[src/sv/ir_remote_pulse_distance_decoder_assert.svh]
// assertion macros for the ir remote pulse distance decoder
// no dependencies; define ASSERT_OFF to drop every check
`ifndef IR_REMOTE_PULSE_DISTANCE_DECODER_ASSERT_SVH
`define IR_REMOTE_PULSE_DISTANCE_DECODER_ASSERT_SVH

`ifndef ASSERT_OFF

// property sampled on the rising clock edge, ignored while reset is low
`define IRPD_ASSERT(label, clk, rst_n, prop) \
    label: assert property (@(posedge clk) disable iff (!rst_n) prop) \
        else $error("irpd assertion failed");

// plain invariant on the current state
`define IRPD_ASSERT_ALWAYS(label, clk, rst_n, expr) \
    label: assert property (@(posedge clk) disable iff (!rst_n) (expr)) \
        else $error("irpd invariant failed");

`else

`define IRPD_ASSERT(label, clk, rst_n, prop)
`define IRPD_ASSERT_ALWAYS(label, clk, rst_n, expr)

`endif

`endif

[src/sv/irpd_pkg.sv]
// shared constants, types and register indexes for the ir remote decoder
// no dependencies

package irpd_pkg;

    localparam int TS_W              = 17;
    localparam int INTV_W            = TS_W + 1;
    localparam int WRAP_PERIOD       = 70000;
    localparam int HOLDOFF_TICKS     = 4;
    localparam int FRAME_MEASUREMENTS = 33;
    localparam int CODE_BITS         = 32;
    localparam int CODE_W            = 32;
    localparam int BIT_IDX_W         = $clog2(CODE_W);
    localparam int POS_W             = 6;
    localparam int CNT_W             = 6;
    localparam int TICK_W            = 3;
    localparam int CFG_IDX_W         = 3;

    localparam logic [POS_W-1:0] POS_RESET = POS_W'(CODE_BITS - 1);
    localparam logic [CNT_W-1:0] CNT_MAX   = {CNT_W{1'b1}};

    localparam logic CMD_EDGE = 1'b0;
    localparam logic CMD_TICK = 1'b1;

    localparam logic [CFG_IDX_W-1:0] REG_ZERO_MIN   = 3'd0;
    localparam logic [CFG_IDX_W-1:0] REG_ZERO_MAX   = 3'd1;
    localparam logic [CFG_IDX_W-1:0] REG_ONE_MIN    = 3'd2;
    localparam logic [CFG_IDX_W-1:0] REG_ONE_MAX    = 3'd3;
    localparam logic [CFG_IDX_W-1:0] REG_REPEAT_MIN = 3'd4;
    localparam logic [CFG_IDX_W-1:0] REG_REPEAT_MAX = 3'd5;
    localparam logic [CFG_IDX_W-1:0] REG_HEADER_MIN = 3'd6;
    localparam logic [CFG_IDX_W-1:0] REG_HEADER_MAX = 3'd7;

    typedef struct packed {
        logic [TS_W-1:0] zero_min;
        logic [TS_W-1:0] zero_max;
        logic [TS_W-1:0] one_min;
        logic [TS_W-1:0] one_max;
        logic [TS_W-1:0] repeat_min;
        logic [TS_W-1:0] repeat_max;
        logic [TS_W-1:0] header_min;
        logic [TS_W-1:0] header_max;
    } limits_t;

    localparam limits_t LIMITS_RESET = '{
        zero_min:   17'd500,
        zero_max:   17'd590,
        one_min:    17'd1600,
        one_max:    17'd1770,
        repeat_min: 17'd2150,
        repeat_max: 17'd2475,
        header_min: 17'd4200,
        header_max: 17'd4950
    };

    typedef enum logic [2:0] {
        CLS_NONE,
        CLS_ZERO,
        CLS_ONE,
        CLS_REPEAT,
        CLS_HEADER
    } class_t;

    typedef enum logic [2:0] {
        PH_IDLE = 3'b001,
        PH_FALL = 3'b010,
        PH_RISE = 3'b100
    } phase_t;

endpackage

[src/sv/irpd_classify.sv]
// sorts a measured high interval into zero, one, repeat header or frame header
// depends on irpd_pkg

module irpd_classify (
    input  irpd_pkg::limits_t                 limits,
    input  logic [irpd_pkg::INTV_W-1:0]       intv,
    input  logic                              intv_ovf,
    output irpd_pkg::class_t                  cls
);

    logic is_zero;
    logic is_one;
    logic is_repeat;
    logic is_header;

    assign is_zero   = !intv_ovf && intv <= irpd_pkg::INTV_W'(limits.zero_max)
                       && intv >= irpd_pkg::INTV_W'(limits.zero_min);
    assign is_one    = !intv_ovf && intv <= irpd_pkg::INTV_W'(limits.one_max)
                       && intv >= irpd_pkg::INTV_W'(limits.one_min);
    assign is_repeat = !intv_ovf && intv <= irpd_pkg::INTV_W'(limits.repeat_max)
                       && intv > irpd_pkg::INTV_W'(limits.repeat_min);
    assign is_header = !intv_ovf && intv <= irpd_pkg::INTV_W'(limits.header_max)
                       && intv > irpd_pkg::INTV_W'(limits.header_min);

    // priority: zero, one, repeat, header
    always_comb begin
        if (is_zero) begin
            cls = irpd_pkg::CLS_ZERO;
        end else if (is_one) begin
            cls = irpd_pkg::CLS_ONE;
        end else if (is_repeat) begin
            cls = irpd_pkg::CLS_REPEAT;
        end else if (is_header) begin
            cls = irpd_pkg::CLS_HEADER;
        end else begin
            cls = irpd_pkg::CLS_NONE;
        end
    end

endmodule

[src/sv/ir_remote_pulse_distance_decoder.sv]
// ir remote pulse distance decoder: edge and tick events in, one status result per event
// path: an input transfer passes the input register, then the decoder state register, before its result is offered
// throughput: one item per cycle while m_ready accepts results; the input register refills while the result is taken
// reset: aresetn synchronous active low; clears decoder state and restores the default limits
// depends on irpd_pkg, irpd_classify and ir_remote_pulse_distance_decoder_assert.svh

`include "ir_remote_pulse_distance_decoder_assert.svh"

module ir_remote_pulse_distance_decoder (
    input  logic                                aclk,
    input  logic                                aresetn,
    input  logic                                s_valid,
    output logic                                s_ready,
    input  logic                                s_cmd,
    input  logic                                s_level,
    input  logic [irpd_pkg::TS_W-1:0]           s_timestamp,
    output logic                                m_valid,
    input  logic                                m_ready,
    output logic [irpd_pkg::CODE_W-1:0]         m_last_code,
    output logic                                m_code_updated,
    output logic                                m_repeat_seen,
    output logic                                m_holdoff_active,
    input  logic                                cfg_wr_en,
    input  logic [irpd_pkg::CFG_IDX_W-1:0]      cfg_index,
    input  logic [irpd_pkg::TS_W-1:0]           cfg_wr_data
);

    irpd_pkg::limits_t                  limits_reg;

    logic                               in_valid_reg;
    logic                               in_cmd_reg;
    logic                               in_level_reg;
    logic [irpd_pkg::TS_W-1:0]          in_ts_reg;

    logic                               out_valid_reg;
    logic                               updated_reg, updated_next;
    logic [irpd_pkg::CODE_W-1:0]        shift_word_reg, shift_word_next;
    logic [irpd_pkg::POS_W-1:0]         bit_pos_reg, bit_pos_next;
    logic [irpd_pkg::CNT_W-1:0]         meas_cnt_reg, meas_cnt_next;
    logic                               repeat_reg, repeat_next;
    irpd_pkg::phase_t                   phase_reg, phase_next;
    logic [irpd_pkg::TS_W-1:0]          rise_time_reg, rise_time_next;
    logic [irpd_pkg::CODE_W-1:0]        published_reg, published_next;
    logic                               holdoff_reg, holdoff_next;
    logic [irpd_pkg::TICK_W-1:0]        ticks_reg, ticks_next;

    logic                               advance;
    logic [irpd_pkg::INTV_W-1:0]        wrap_sum;
    logic [irpd_pkg::INTV_W:0]          wrap_diff;
    logic [irpd_pkg::INTV_W-1:0]        intv;
    logic                               intv_ovf;
    logic [irpd_pkg::TICK_W-1:0]        ticks_inc;
    irpd_pkg::class_t                   cls;

    assign advance = in_valid_reg && (!out_valid_reg || m_ready);
    assign s_ready = !in_valid_reg || advance;

    // configuration registers
    always_ff @(posedge aclk) begin
        if (!aresetn) begin
            limits_reg <= irpd_pkg::LIMITS_RESET;
        end else if (cfg_wr_en) begin
            unique case (cfg_index)
                irpd_pkg::REG_ZERO_MIN:   limits_reg.zero_min   <= cfg_wr_data;
                irpd_pkg::REG_ZERO_MAX:   limits_reg.zero_max   <= cfg_wr_data;
                irpd_pkg::REG_ONE_MIN:    limits_reg.one_min    <= cfg_wr_data;
                irpd_pkg::REG_ONE_MAX:    limits_reg.one_max    <= cfg_wr_data;
                irpd_pkg::REG_REPEAT_MIN: limits_reg.repeat_min <= cfg_wr_data;
                irpd_pkg::REG_REPEAT_MAX: limits_reg.repeat_max <= cfg_wr_data;
                irpd_pkg::REG_HEADER_MIN: limits_reg.header_min <= cfg_wr_data;
                irpd_pkg::REG_HEADER_MAX: limits_reg.header_max <= cfg_wr_data;
                default: ;
            endcase
        end
    end

    // input register
    always_ff @(posedge aclk) begin
        if (!aresetn) begin
            in_valid_reg <= 1'b0;
        end else if (s_ready) begin
            in_valid_reg <= s_valid;
        end
    end

    always_ff @(posedge aclk) begin
        if (s_valid && s_ready) begin
            in_cmd_reg   <= s_cmd;
            in_level_reg <= s_level;
            in_ts_reg    <= s_timestamp;
        end
    end

    // high interval, wrap period added when the timer has not moved forward
    assign wrap_sum  = irpd_pkg::INTV_W'(in_ts_reg) + irpd_pkg::INTV_W'(irpd_pkg::WRAP_PERIOD);
    assign wrap_diff = {1'b0, wrap_sum} - (irpd_pkg::INTV_W + 1)'(rise_time_reg);

    always_comb begin
        if (in_ts_reg > rise_time_reg) begin
            intv     = irpd_pkg::INTV_W'(in_ts_reg) - irpd_pkg::INTV_W'(rise_time_reg);
            intv_ovf = 1'b0;
        end else begin
            intv     = wrap_diff[irpd_pkg::INTV_W-1:0];
            intv_ovf = wrap_diff[irpd_pkg::INTV_W];
        end
    end

    irpd_classify u_classify (
        .limits   (limits_reg),
        .intv     (intv),
        .intv_ovf (intv_ovf),
        .cls      (cls)
    );

    assign ticks_inc = ticks_reg + irpd_pkg::TICK_W'(1);

    always_comb begin
        updated_next    = updated_reg;
        shift_word_next = shift_word_reg;
        bit_pos_next    = bit_pos_reg;
        meas_cnt_next   = meas_cnt_reg;
        repeat_next     = repeat_reg;
        phase_next      = phase_reg;
        rise_time_next  = rise_time_reg;
        published_next  = published_reg;
        holdoff_next    = holdoff_reg;
        ticks_next      = ticks_reg;

        if (advance) begin
            updated_next = 1'b0;
            if (in_cmd_reg == irpd_pkg::CMD_EDGE) begin
                if (!holdoff_reg) begin
                    // frame complete: publish on this edge unless a repeat was seen, then handle the edge itself
                    if (meas_cnt_reg > irpd_pkg::CNT_W'(irpd_pkg::FRAME_MEASUREMENTS)) begin
                        bit_pos_next  = irpd_pkg::POS_RESET;
                        meas_cnt_next = '0;
                        if (!repeat_reg) begin
                            published_next = shift_word_reg;
                            updated_next   = 1'b1;
                        end
                        shift_word_next = '0;
                        holdoff_next    = 1'b1;
                        ticks_next      = '0;
                    end
                    if (in_level_reg) begin
                        rise_time_next = in_ts_reg;
                        phase_next     = irpd_pkg::PH_RISE;
                    end else begin
                        unique case (phase_reg)
                            irpd_pkg::PH_IDLE: phase_next = irpd_pkg::PH_FALL;
                            irpd_pkg::PH_FALL: phase_next = irpd_pkg::PH_FALL;
                            irpd_pkg::PH_RISE: begin
                                if (meas_cnt_next != irpd_pkg::CNT_MAX) begin
                                    meas_cnt_next = meas_cnt_next + irpd_pkg::CNT_W'(1);
                                end
                                unique case (cls) inside
                                    irpd_pkg::CLS_ZERO, irpd_pkg::CLS_ONE: begin
                                        // negative position: bits past zero are dropped
                                        if (!bit_pos_next[irpd_pkg::POS_W-1]) begin
                                            shift_word_next[bit_pos_next[irpd_pkg::BIT_IDX_W-1:0]] =
                                                (cls == irpd_pkg::CLS_ONE);
                                            bit_pos_next = bit_pos_next - irpd_pkg::POS_W'(1);
                                        end
                                    end
                                    irpd_pkg::CLS_REPEAT: repeat_next = 1'b1;
                                    irpd_pkg::CLS_HEADER: begin
                                        repeat_next  = 1'b0;
                                        bit_pos_next = irpd_pkg::POS_RESET;
                                    end
                                    default: ;
                                endcase
                                phase_next     = irpd_pkg::PH_IDLE;
                                rise_time_next = '0;
                            end
                            default: phase_next = irpd_pkg::PH_IDLE;
                        endcase
                    end
                end
            end else if (holdoff_reg) begin
                if (ticks_inc >= irpd_pkg::TICK_W'(irpd_pkg::HOLDOFF_TICKS)) begin
                    holdoff_next = 1'b0;
                    ticks_next   = '0;
                end else begin
                    ticks_next = ticks_inc;
                end
            end
        end
    end

    // decoder state doubles as the result register
    always_ff @(posedge aclk) begin
        if (!aresetn) begin
            out_valid_reg  <= 1'b0;
            updated_reg    <= 1'b0;
            shift_word_reg <= '0;
            bit_pos_reg    <= irpd_pkg::POS_RESET;
            meas_cnt_reg   <= '0;
            repeat_reg     <= 1'b0;
            phase_reg      <= irpd_pkg::PH_IDLE;
            rise_time_reg  <= '0;
            published_reg  <= '0;
            holdoff_reg    <= 1'b0;
            ticks_reg      <= '0;
        end else begin
            if (advance) begin
                out_valid_reg <= 1'b1;
            end else if (m_ready) begin
                out_valid_reg <= 1'b0;
            end
            updated_reg    <= updated_next;
            shift_word_reg <= shift_word_next;
            bit_pos_reg    <= bit_pos_next;
            meas_cnt_reg   <= meas_cnt_next;
            repeat_reg     <= repeat_next;
            phase_reg      <= phase_next;
            rise_time_reg  <= rise_time_next;
            published_reg  <= published_next;
            holdoff_reg    <= holdoff_next;
            ticks_reg      <= ticks_next;
        end
    end

    assign m_valid          = out_valid_reg;
    assign m_last_code      = published_reg;
    assign m_code_updated   = updated_reg;
    assign m_repeat_seen    = repeat_reg;
    assign m_holdoff_active = holdoff_reg;

    `IRPD_ASSERT(a_publish_starts_holdoff, aclk, aresetn, m_valid && m_code_updated |-> m_holdoff_active)
    `IRPD_ASSERT_ALWAYS(a_ticks_idle_clear, aclk, aresetn, holdoff_reg || ticks_reg == '0)
    `IRPD_ASSERT_ALWAYS(a_count_bound, aclk, aresetn, meas_cnt_reg <= irpd_pkg::CNT_W'(irpd_pkg::FRAME_MEASUREMENTS + 1))
    `IRPD_ASSERT(a_stalled_item_kept, aclk, aresetn, in_valid_reg && out_valid_reg && !m_ready |=> in_valid_reg)

endmodule
[config.mk]
export PLATFORM = sky130hd
export DESIGN_NAME = ir_remote_pulse_distance_decoder
export DESIGN_NICKNAME = d
export VERILOG_FILES = /design/src/sv/irpd_pkg.sv /design/src/sv/irpd_classify.sv /design/src/sv/ir_remote_pulse_distance_decoder.sv
export VERILOG_INCLUDE_DIRS = /design/src /design/src/sv
export SDC_FILE = /design/constraint.sdc
export NUM_CORES = 1
export LEC_CHECK = 0
export BUFFER_PORTS_ARGS = -buffer_cell sky130_fd_sc_hd__buf_2
export CAP_MARGIN = 20
export CORE_UTILIZATION = 50
export DETAILED_ROUTE_END_ITERATION = 16
export GPL_ROUTABILITY_DRIVEN = 0
export MAX_ROUTING_LAYER = met4
export PLACE_DENSITY = 0.71
export SLEW_MARGIN = 0
export SYNTH_ARGS = -nofsm -noshare
export SYNTH_HDL_FRONTEND = slang
export SYNTH_HIERARCHICAL = 1
export SYNTH_SLANG_ARGS = --single-unit
[constraint.sdc]
create_clock -name aclk -period 7.9 [get_ports aclk]
set_input_delay 0 -clock aclk [delete_from_list [all_inputs] [get_ports aclk]]
set_output_delay 0 -clock aclk [all_outputs]
set_load 0.02 [all_outputs]
After elaboration in Yosys (flattened, before gate mapping)
Cells that the tools add are included.
Storage, ports and cells
  logic and storage cells: 152
  flip-flop bits (word level): 259
  output and inout bits: 37
  bits of input ports: 44
Operators by class
  bitwise logic cells: 4
  order comparisons: 13
  add/subtract/negate cells: 6
  reduce and logical (&&, ||, !) cells: 36
  equal/unequal tests: 17
  muxes and demuxes: 53
Operators by type and width (number)
  2-to-1 mux 32 bit: 8
  2-to-1 mux 6 bit: 14
  less-or-equal comparator 18 x 17 -> 1 bit: 4
  greater-or-equal comparator 18 x 17 -> 1 bit: 2
  greater-than comparator 18 x 17 -> 1 bit: 2
  2-to-1 mux 17 bit: 2
  bitwise mux 32 bit: 1
  2-to-1 mux 3 bit: 10
  subtractor 18 x 17 -> 19 bit: 1
  adder 17 x 17 -> 18 bit, second input constant: 1
  == test 3 bit, second input constant: 6
  2-to-1 mux 18 bit: 1
  subtractor 17 x 17 -> 18 bit: 1
  greater-than comparator 17 bit: 1
  AND reduction 2 bit: 8
  == test 3 x 2 -> 1 bit, second input constant: 5
  2-to-1 mux 1 bit: 13
  case mux 6 bit (2 select lines): 1
  logical AND 1 bit: 11
  == test 3 x 1 -> 1 bit, second input constant: 3
  AND reduction 4 bit: 2
  nonzero test 2 bit: 4
  adder 6 x 1 -> 6 bit, second input constant: 1
  greater-than comparator 6 bit, second input constant: 1
  19 further kinds: 26

Longest topological paths before layout
  word-level depth: 16
  mapped depth: 25
  mapped depth without buffers: 24

Hierarchy
The synthesis kept the hierarchy.
Modules (own cells, without submodules)
  ir_remote_pulse_distance_decoder: cells each 1481, times used 1, area an instance 12425.7 µm²
  irpd_classify: cells each 488, times used 1, area an instance 3608.5 µm²

Least setup slack after synthesis
Ideal clock, no wire load.
  path kind: reg2reg
  start point: reg in_ts_reg[7] (netlist name)
  end point: reg bit_pos_reg[4] (netlist name)
  path slack: 2.208 ns
  required time: 7.767 ns
  clock period less this slack: 5.692 ns
  arrival: 5.559 ns
  cell stages (with the launch flop): 23
  cells stage by stage: edfxtp_1 ha_1 inv_1 fa_1 clkbuf_1 nor4bb_1 o21ai_0 a31oi_1 or2_2 mux2_2 a21oi_1 ha_1 nand4b_4 nor2_1 a2111oi_2 a31oi_2 o41ai_2 xnor2_1 nor3_1 nand3_1 nor2_1 mux2i_1 a31oi_1
Between the ends
  elaborated cells on any way between the ends: 34
  classes of those cells: 3 x add/sub; 9 x order compare; 3 x eq/ne; 9 x mux; 10 x reduce/logical
RTL lines
  start: declaration: line ir_remote_pulse_distance_decoder.sv:33  | logic [irpd_pkg::TS_W-1:0] in_ts_reg;
  start signal: assignment: line ir_remote_pulse_distance_decoder.sv:90  | in_ts_reg <= s_timestamp;
  adder 17 x 17 -> 18 bit: line ir_remote_pulse_distance_decoder.sv:95  | assign wrap_sum = irpd_pkg::INTV_W'(in_ts_reg) + irpd_pkg::INTV_W'(irpd_pkg::WRAP_PERIOD);
  subtractor 18 x 17 -> 19 bit: line ir_remote_pulse_distance_decoder.sv:96  | assign wrap_diff = {1'b0, wrap_sum} - (irpd_pkg::INTV_W + 1)'(rise_time_reg);
  2-to-1 mux 18 bit (*): line ir_remote_pulse_distance_decoder.sv:99  | if (in_ts_reg > rise_time_reg) begin
  named net intv (one bit): line ir_remote_pulse_distance_decoder.sv:50  | logic [irpd_pkg::INTV_W-1:0] intv;
  less-or-equal comparator 18 x 17 -> 1 bit: line irpd_classify.sv:20  | assign is_repeat = !intv_ovf && intv <= irpd_pkg::INTV_W'(limits.repeat_max)
  logical AND 1 bit: line irpd_classify.sv:20
  logical AND 1 bit: line irpd_classify.sv:21  | && intv > irpd_pkg::INTV_W'(limits.repeat_min);
  2-to-1 mux 3 bit: line irpd_classify.sv:31  | end else if (is_repeat) begin
  2-to-1 mux 3 bit: line irpd_classify.sv:29  | end else if (is_one) begin
  2-to-1 mux 3 bit (*): line irpd_classify.sv:27  | if (is_zero) begin
  named net cls[0]: line ir_remote_pulse_distance_decoder.sv:53  | irpd_pkg::class_t cls;
  == test 3 x 1 -> 1 bit (no line) or == test 3 x 2 -> 1 bit (tied branches)
  OR reduction 2 bit: line ir_remote_pulse_distance_decoder.sv:156  | unique case (cls) inside
  case mux 6 bit (2 select lines) (*): line ir_remote_pulse_distance_decoder.sv:156
  2-to-1 mux 6 bit (*): line ir_remote_pulse_distance_decoder.sv:149  | unique case (phase_reg)
  2-to-1 mux 6 bit (*): line ir_remote_pulse_distance_decoder.sv:145  | if (in_level_reg) begin
  end signal: assignment: line ir_remote_pulse_distance_decoder.sv:196  | bit_pos_reg <= irpd_pkg::POS_RESET;
  end signal: assignment: line ir_remote_pulse_distance_decoder.sv:212  | bit_pos_reg <= bit_pos_next;
  end: declaration: line ir_remote_pulse_distance_decoder.sv:38  | logic [irpd_pkg::POS_W-1:0] bit_pos_reg, bit_pos_next;
Mark *: on every way through the listed nets, which the timed path passes. The rest lies on a longest branch.
A chain may end at the register's enable or synchronous reset.

Worst setup path after layout
  start point: reg in_ts_reg[2] (netlist name)
  end point: reg bit_pos_reg[4] (netlist name)
The elaborated chain is that of the path after synthesis.

==> summary.txt <==
Global routing
  • Vias in the first global route: 13410
  • GR Overflow Total: 0
  • Largest net degree at the start of global routing: 159
  • First-pass GRT wire length: 69140 um
  • Initial antenna violation count: 1
  • GRT Total Usage: 26.66%

Die
  • Die Span Y: 181.1 um
  • Die Area: 32790 um2
  • Die Span X: 181.1 um
  • Initial Utilization: 50.81%
  • Placeable Area: 31560 um2
  • Core Rows: 65
  • IO Pins: 81

Setup path
  • Family with the most delay on the worst path: compound AO/OA/AOI/OAI gates
  • CP arrival: 7030 ps
  • Setup crit end kind: register
  • CP startpoint kind: register
  • Worst-path cell chain: ha_1, fa_1, or3_1, o22a_1, a2bb2oi_1, o21a_1, a21oi_2, buf_4, mux2_2, ha_1, a21oi_1, o21ai_0, a2111oi_2, o221ai_1, a221oi_2, o41ai_2, xnor2_1, nor3_1, nand3_1, nor2_1, mux2i_1, a31oi_1
  • Worst path max stage delay: 550 ps
  • Worst path most repeated cell: ha_1
  • Slowest-stage cell, CP: a2111oi_2
  • Critical Path Fanout Max: 16
  • Worst path bufs/invs: 1
  • Crit path kind: register to register
  • Critical path required time: 8300 ps

Yosys
  • Yosys warns: 6
  • Number of synthesized flops with an enable pin: 19
  • Largest cells by area after synthesis: dfxtp_1, ha_1, nand2_1, a21boi_0, inv_1
  • Yosys cell types: 90
  • Fraction of registers with async set/reset: 0%
  • Top FF cell, synth: dfxtp_1
  • Syn avg cell area: 8.143 um2
  • Syn Nets: 2202
  • Yosys top cell area share: 29.96%
  • Synth area leader: dfxtp_1
  • Synth Register Bits: 259
  • Post-Syn Instances: 1969
  • Cell Area, Synth: 16030 um2
  • Sequential area share after synthesis: 33.52%

Finish
  • Layout cells sized above 1: 9.542%
  • Post-route cell area: 18170 um2
  • Most frequent cells in the layout: nand2_1, dfxtp_1, inv_1
  • Fin nets: 2286
  • Most common cell after layout, fill and taps aside: nand2_1
  • Max FFs per register: 136
  • Layout Area Growth over Synthesis: 13.33%

Clock network
  • Maximum clock path buffer count: 3
  • CTS H-Tree Depth: 1
  • Num Clock Sinks: 259
  • Worst skew pair latency: 560 ps
  • CTS Buf Count: 29
  • CTS tree: built
  • Clock-pin slew on the worst setup and hold paths: 60 ps
  • CTS root buffer: clkbuf_16

Pwr
  • Static Leak: 0.007579 uW
  • Psw: 1090 uW
  • Flop pwr share: 38.1%
  • Clk network pwr share: 38.1%
  • Peak supply drop: 0.1605 mV
  • P per Cell Area: 197.9 nW/um2
  • Internal power: 2507 uW
  • Sw Share: 30.30%
  • Share of power burned in combinational logic: 23.7%

STA
  • Final Hold Viols: 0
  • RSZ-0062 raised after global routing: no
  • Worst-Margin Slew: 1041 ps
  • Worst rel slew slack: 30.62%
  • Final Slew Violations: 0
  • # setup viols final: 0
  • Setup Skew: 24.18 ps
  • Highest clock rate: 150.8 MHz
  • Final min period: 6633 ps
  • Final worst path period share: 83.97%
  • Setup_tns: 0 ps
  • Fin worst setup slack: 1267 ps

Placement
  • Dpl ws: 1412 ps
  • Dpl cell area: 16750 um2
  • DP HPWL: 29760 um
  • Port buffer count: 80

Detailed routing
  • Drt initial violations: 1041
  • DRT antenna net count: 0
  • Routed wire length: 42830 um
  • Vias: 13920
  • Vias/cell: 5.619
  • DRC viols: 0
  • Routed len/inst: 17.29 um
  • TritonRoute pass-1 iters: 5

Status
  • Status: finished, final reports clean

Min path
  • Worst Hold Class: input port to register

Run
  • Max cap viols: 0
## power groups by stage
stage | Sequential, uW | Combinational [uW] | Clock [uW]
after floorplan | 1390 | 576 | 0
after global placement | 1400 | 785 | 0
after detailed placement | 1400 | 814 | 0
after CTS | 1370 | 835 | 1390
after global routing | 1370 | 937 | 1450
final | 1370 | 853 | 1370
## metal layers
| metal | GRT usage, % | part of all wire (%) |
|---|---|---|
| met1 | 34.39 | 45 |
| met4 | 8.780 | 3.1 |
| met3 | 3.769 | 7.0 |
| met2 | 42.90 | 45 |
| met5 | - | 0 |
## final timing paths
| kind | start | endpoint | slack (ps) | depth (start not counted) |
|---|---|---|---|---|
| hold / removal | cfg_index[0] | limits_reg[56] | 120 | 5 |
| hold reg to reg | limits_reg[2] | limits_reg[2] | 460 | 2 |
| setup / recovery | in_ts_reg[2] | bit_pos_reg[4] | 1270 | 22 |
| setup reg to reg | in_ts_reg[2] | bit_pos_reg[4] | 1270 | 22 |
## cells in the mapped netlist (3+ instances only)
cell	number
o21a_1	12
nand2b_1	16
a21oi_1	59
a21o_1	11
mux2i_1	16
nor2_1	46
xnor2_1	22
and2_1	13
o21ai_0	42
dfxtp_1	240
a22oi_1	18
mux2_2	3
and4_1	7
nor3b_1	5
clkbuf_2	17
a2111oi_2	3
o31ai_1	4
or2_2	3
nor4_1	6
a31oi_1	12
fa_1	12
clkbuf_1	64
nor2b_1	40
nor3_1	16
xor2_1	6
ha_1	177
buf_2	10
edfxtp_1	19
a21boi_0	153
nand3b_1	4
nand3_1	78
nand4_1	30
o211ai_1	37
nand2_1	443
or3_1	10
inv_1	207
a221oi_1	3
a32oi_1	3
a211oi_1	15
o221ai_1	4
a211oi_2	3
a21boi_1	11
and3_1	9
## area by class of cell
class                      instances  area [um2]
inverter                         208       780.7
sequential                       259        5375
clock buffer                      46       910.9
fill                            2867       13380
clock inverter                     7       68.82
tap                              402       503.0
multi-input combinational       1408        9493
antenna                            1       2.502
timing repair buffer             147        1037
## what timing repair did
action,CTS,global route
endpoints found under the hold margin,159,0
endpoints found under the setup margin,0,0
resized for setup,0,0
hold buffers,40,0
setup buffers,0,0
## metrics by stage
stage               total power, uW  hold slack (ps)  std cells  utilization, %
floorplan                      1969            98.87       1969               -
global placement               2184            177.5       2382           53.07
detailed placement             2214            178.1       2382           53.07
CTS                            3596            90.45       2475           57.44
global route                   3760            138.3       2478           57.59
finish                         3596            118.1       2478           57.59
## worst min-delay path: cells and delay by family
kind,cells,cell delay (ps)
buffers and inverters,2,400
AND/OR/NAND/NOR,3,210
## cell families (layout without fill, tap and decap cells)
logic type | Yosys count | count (layout) | synth area share [%]
flip-flops | 259 | 259 | 33.52
XOR/XNOR | 28 | 28 | 1.529
other | 0 | 1 | 0
multiplexers | 19 | 19 | 1.209
buffers and inverters | 302 | 408 | 7.351
AO/OA/AOI/OAI | 421 | 421 | 19.02
adder cells (fa/ha/maj) | 189 | 189 | 15.31
AND/OR/NAND/NOR | 751 | 751 | 22.05
No activity file was read; power rests on OpenSTA's default activity.
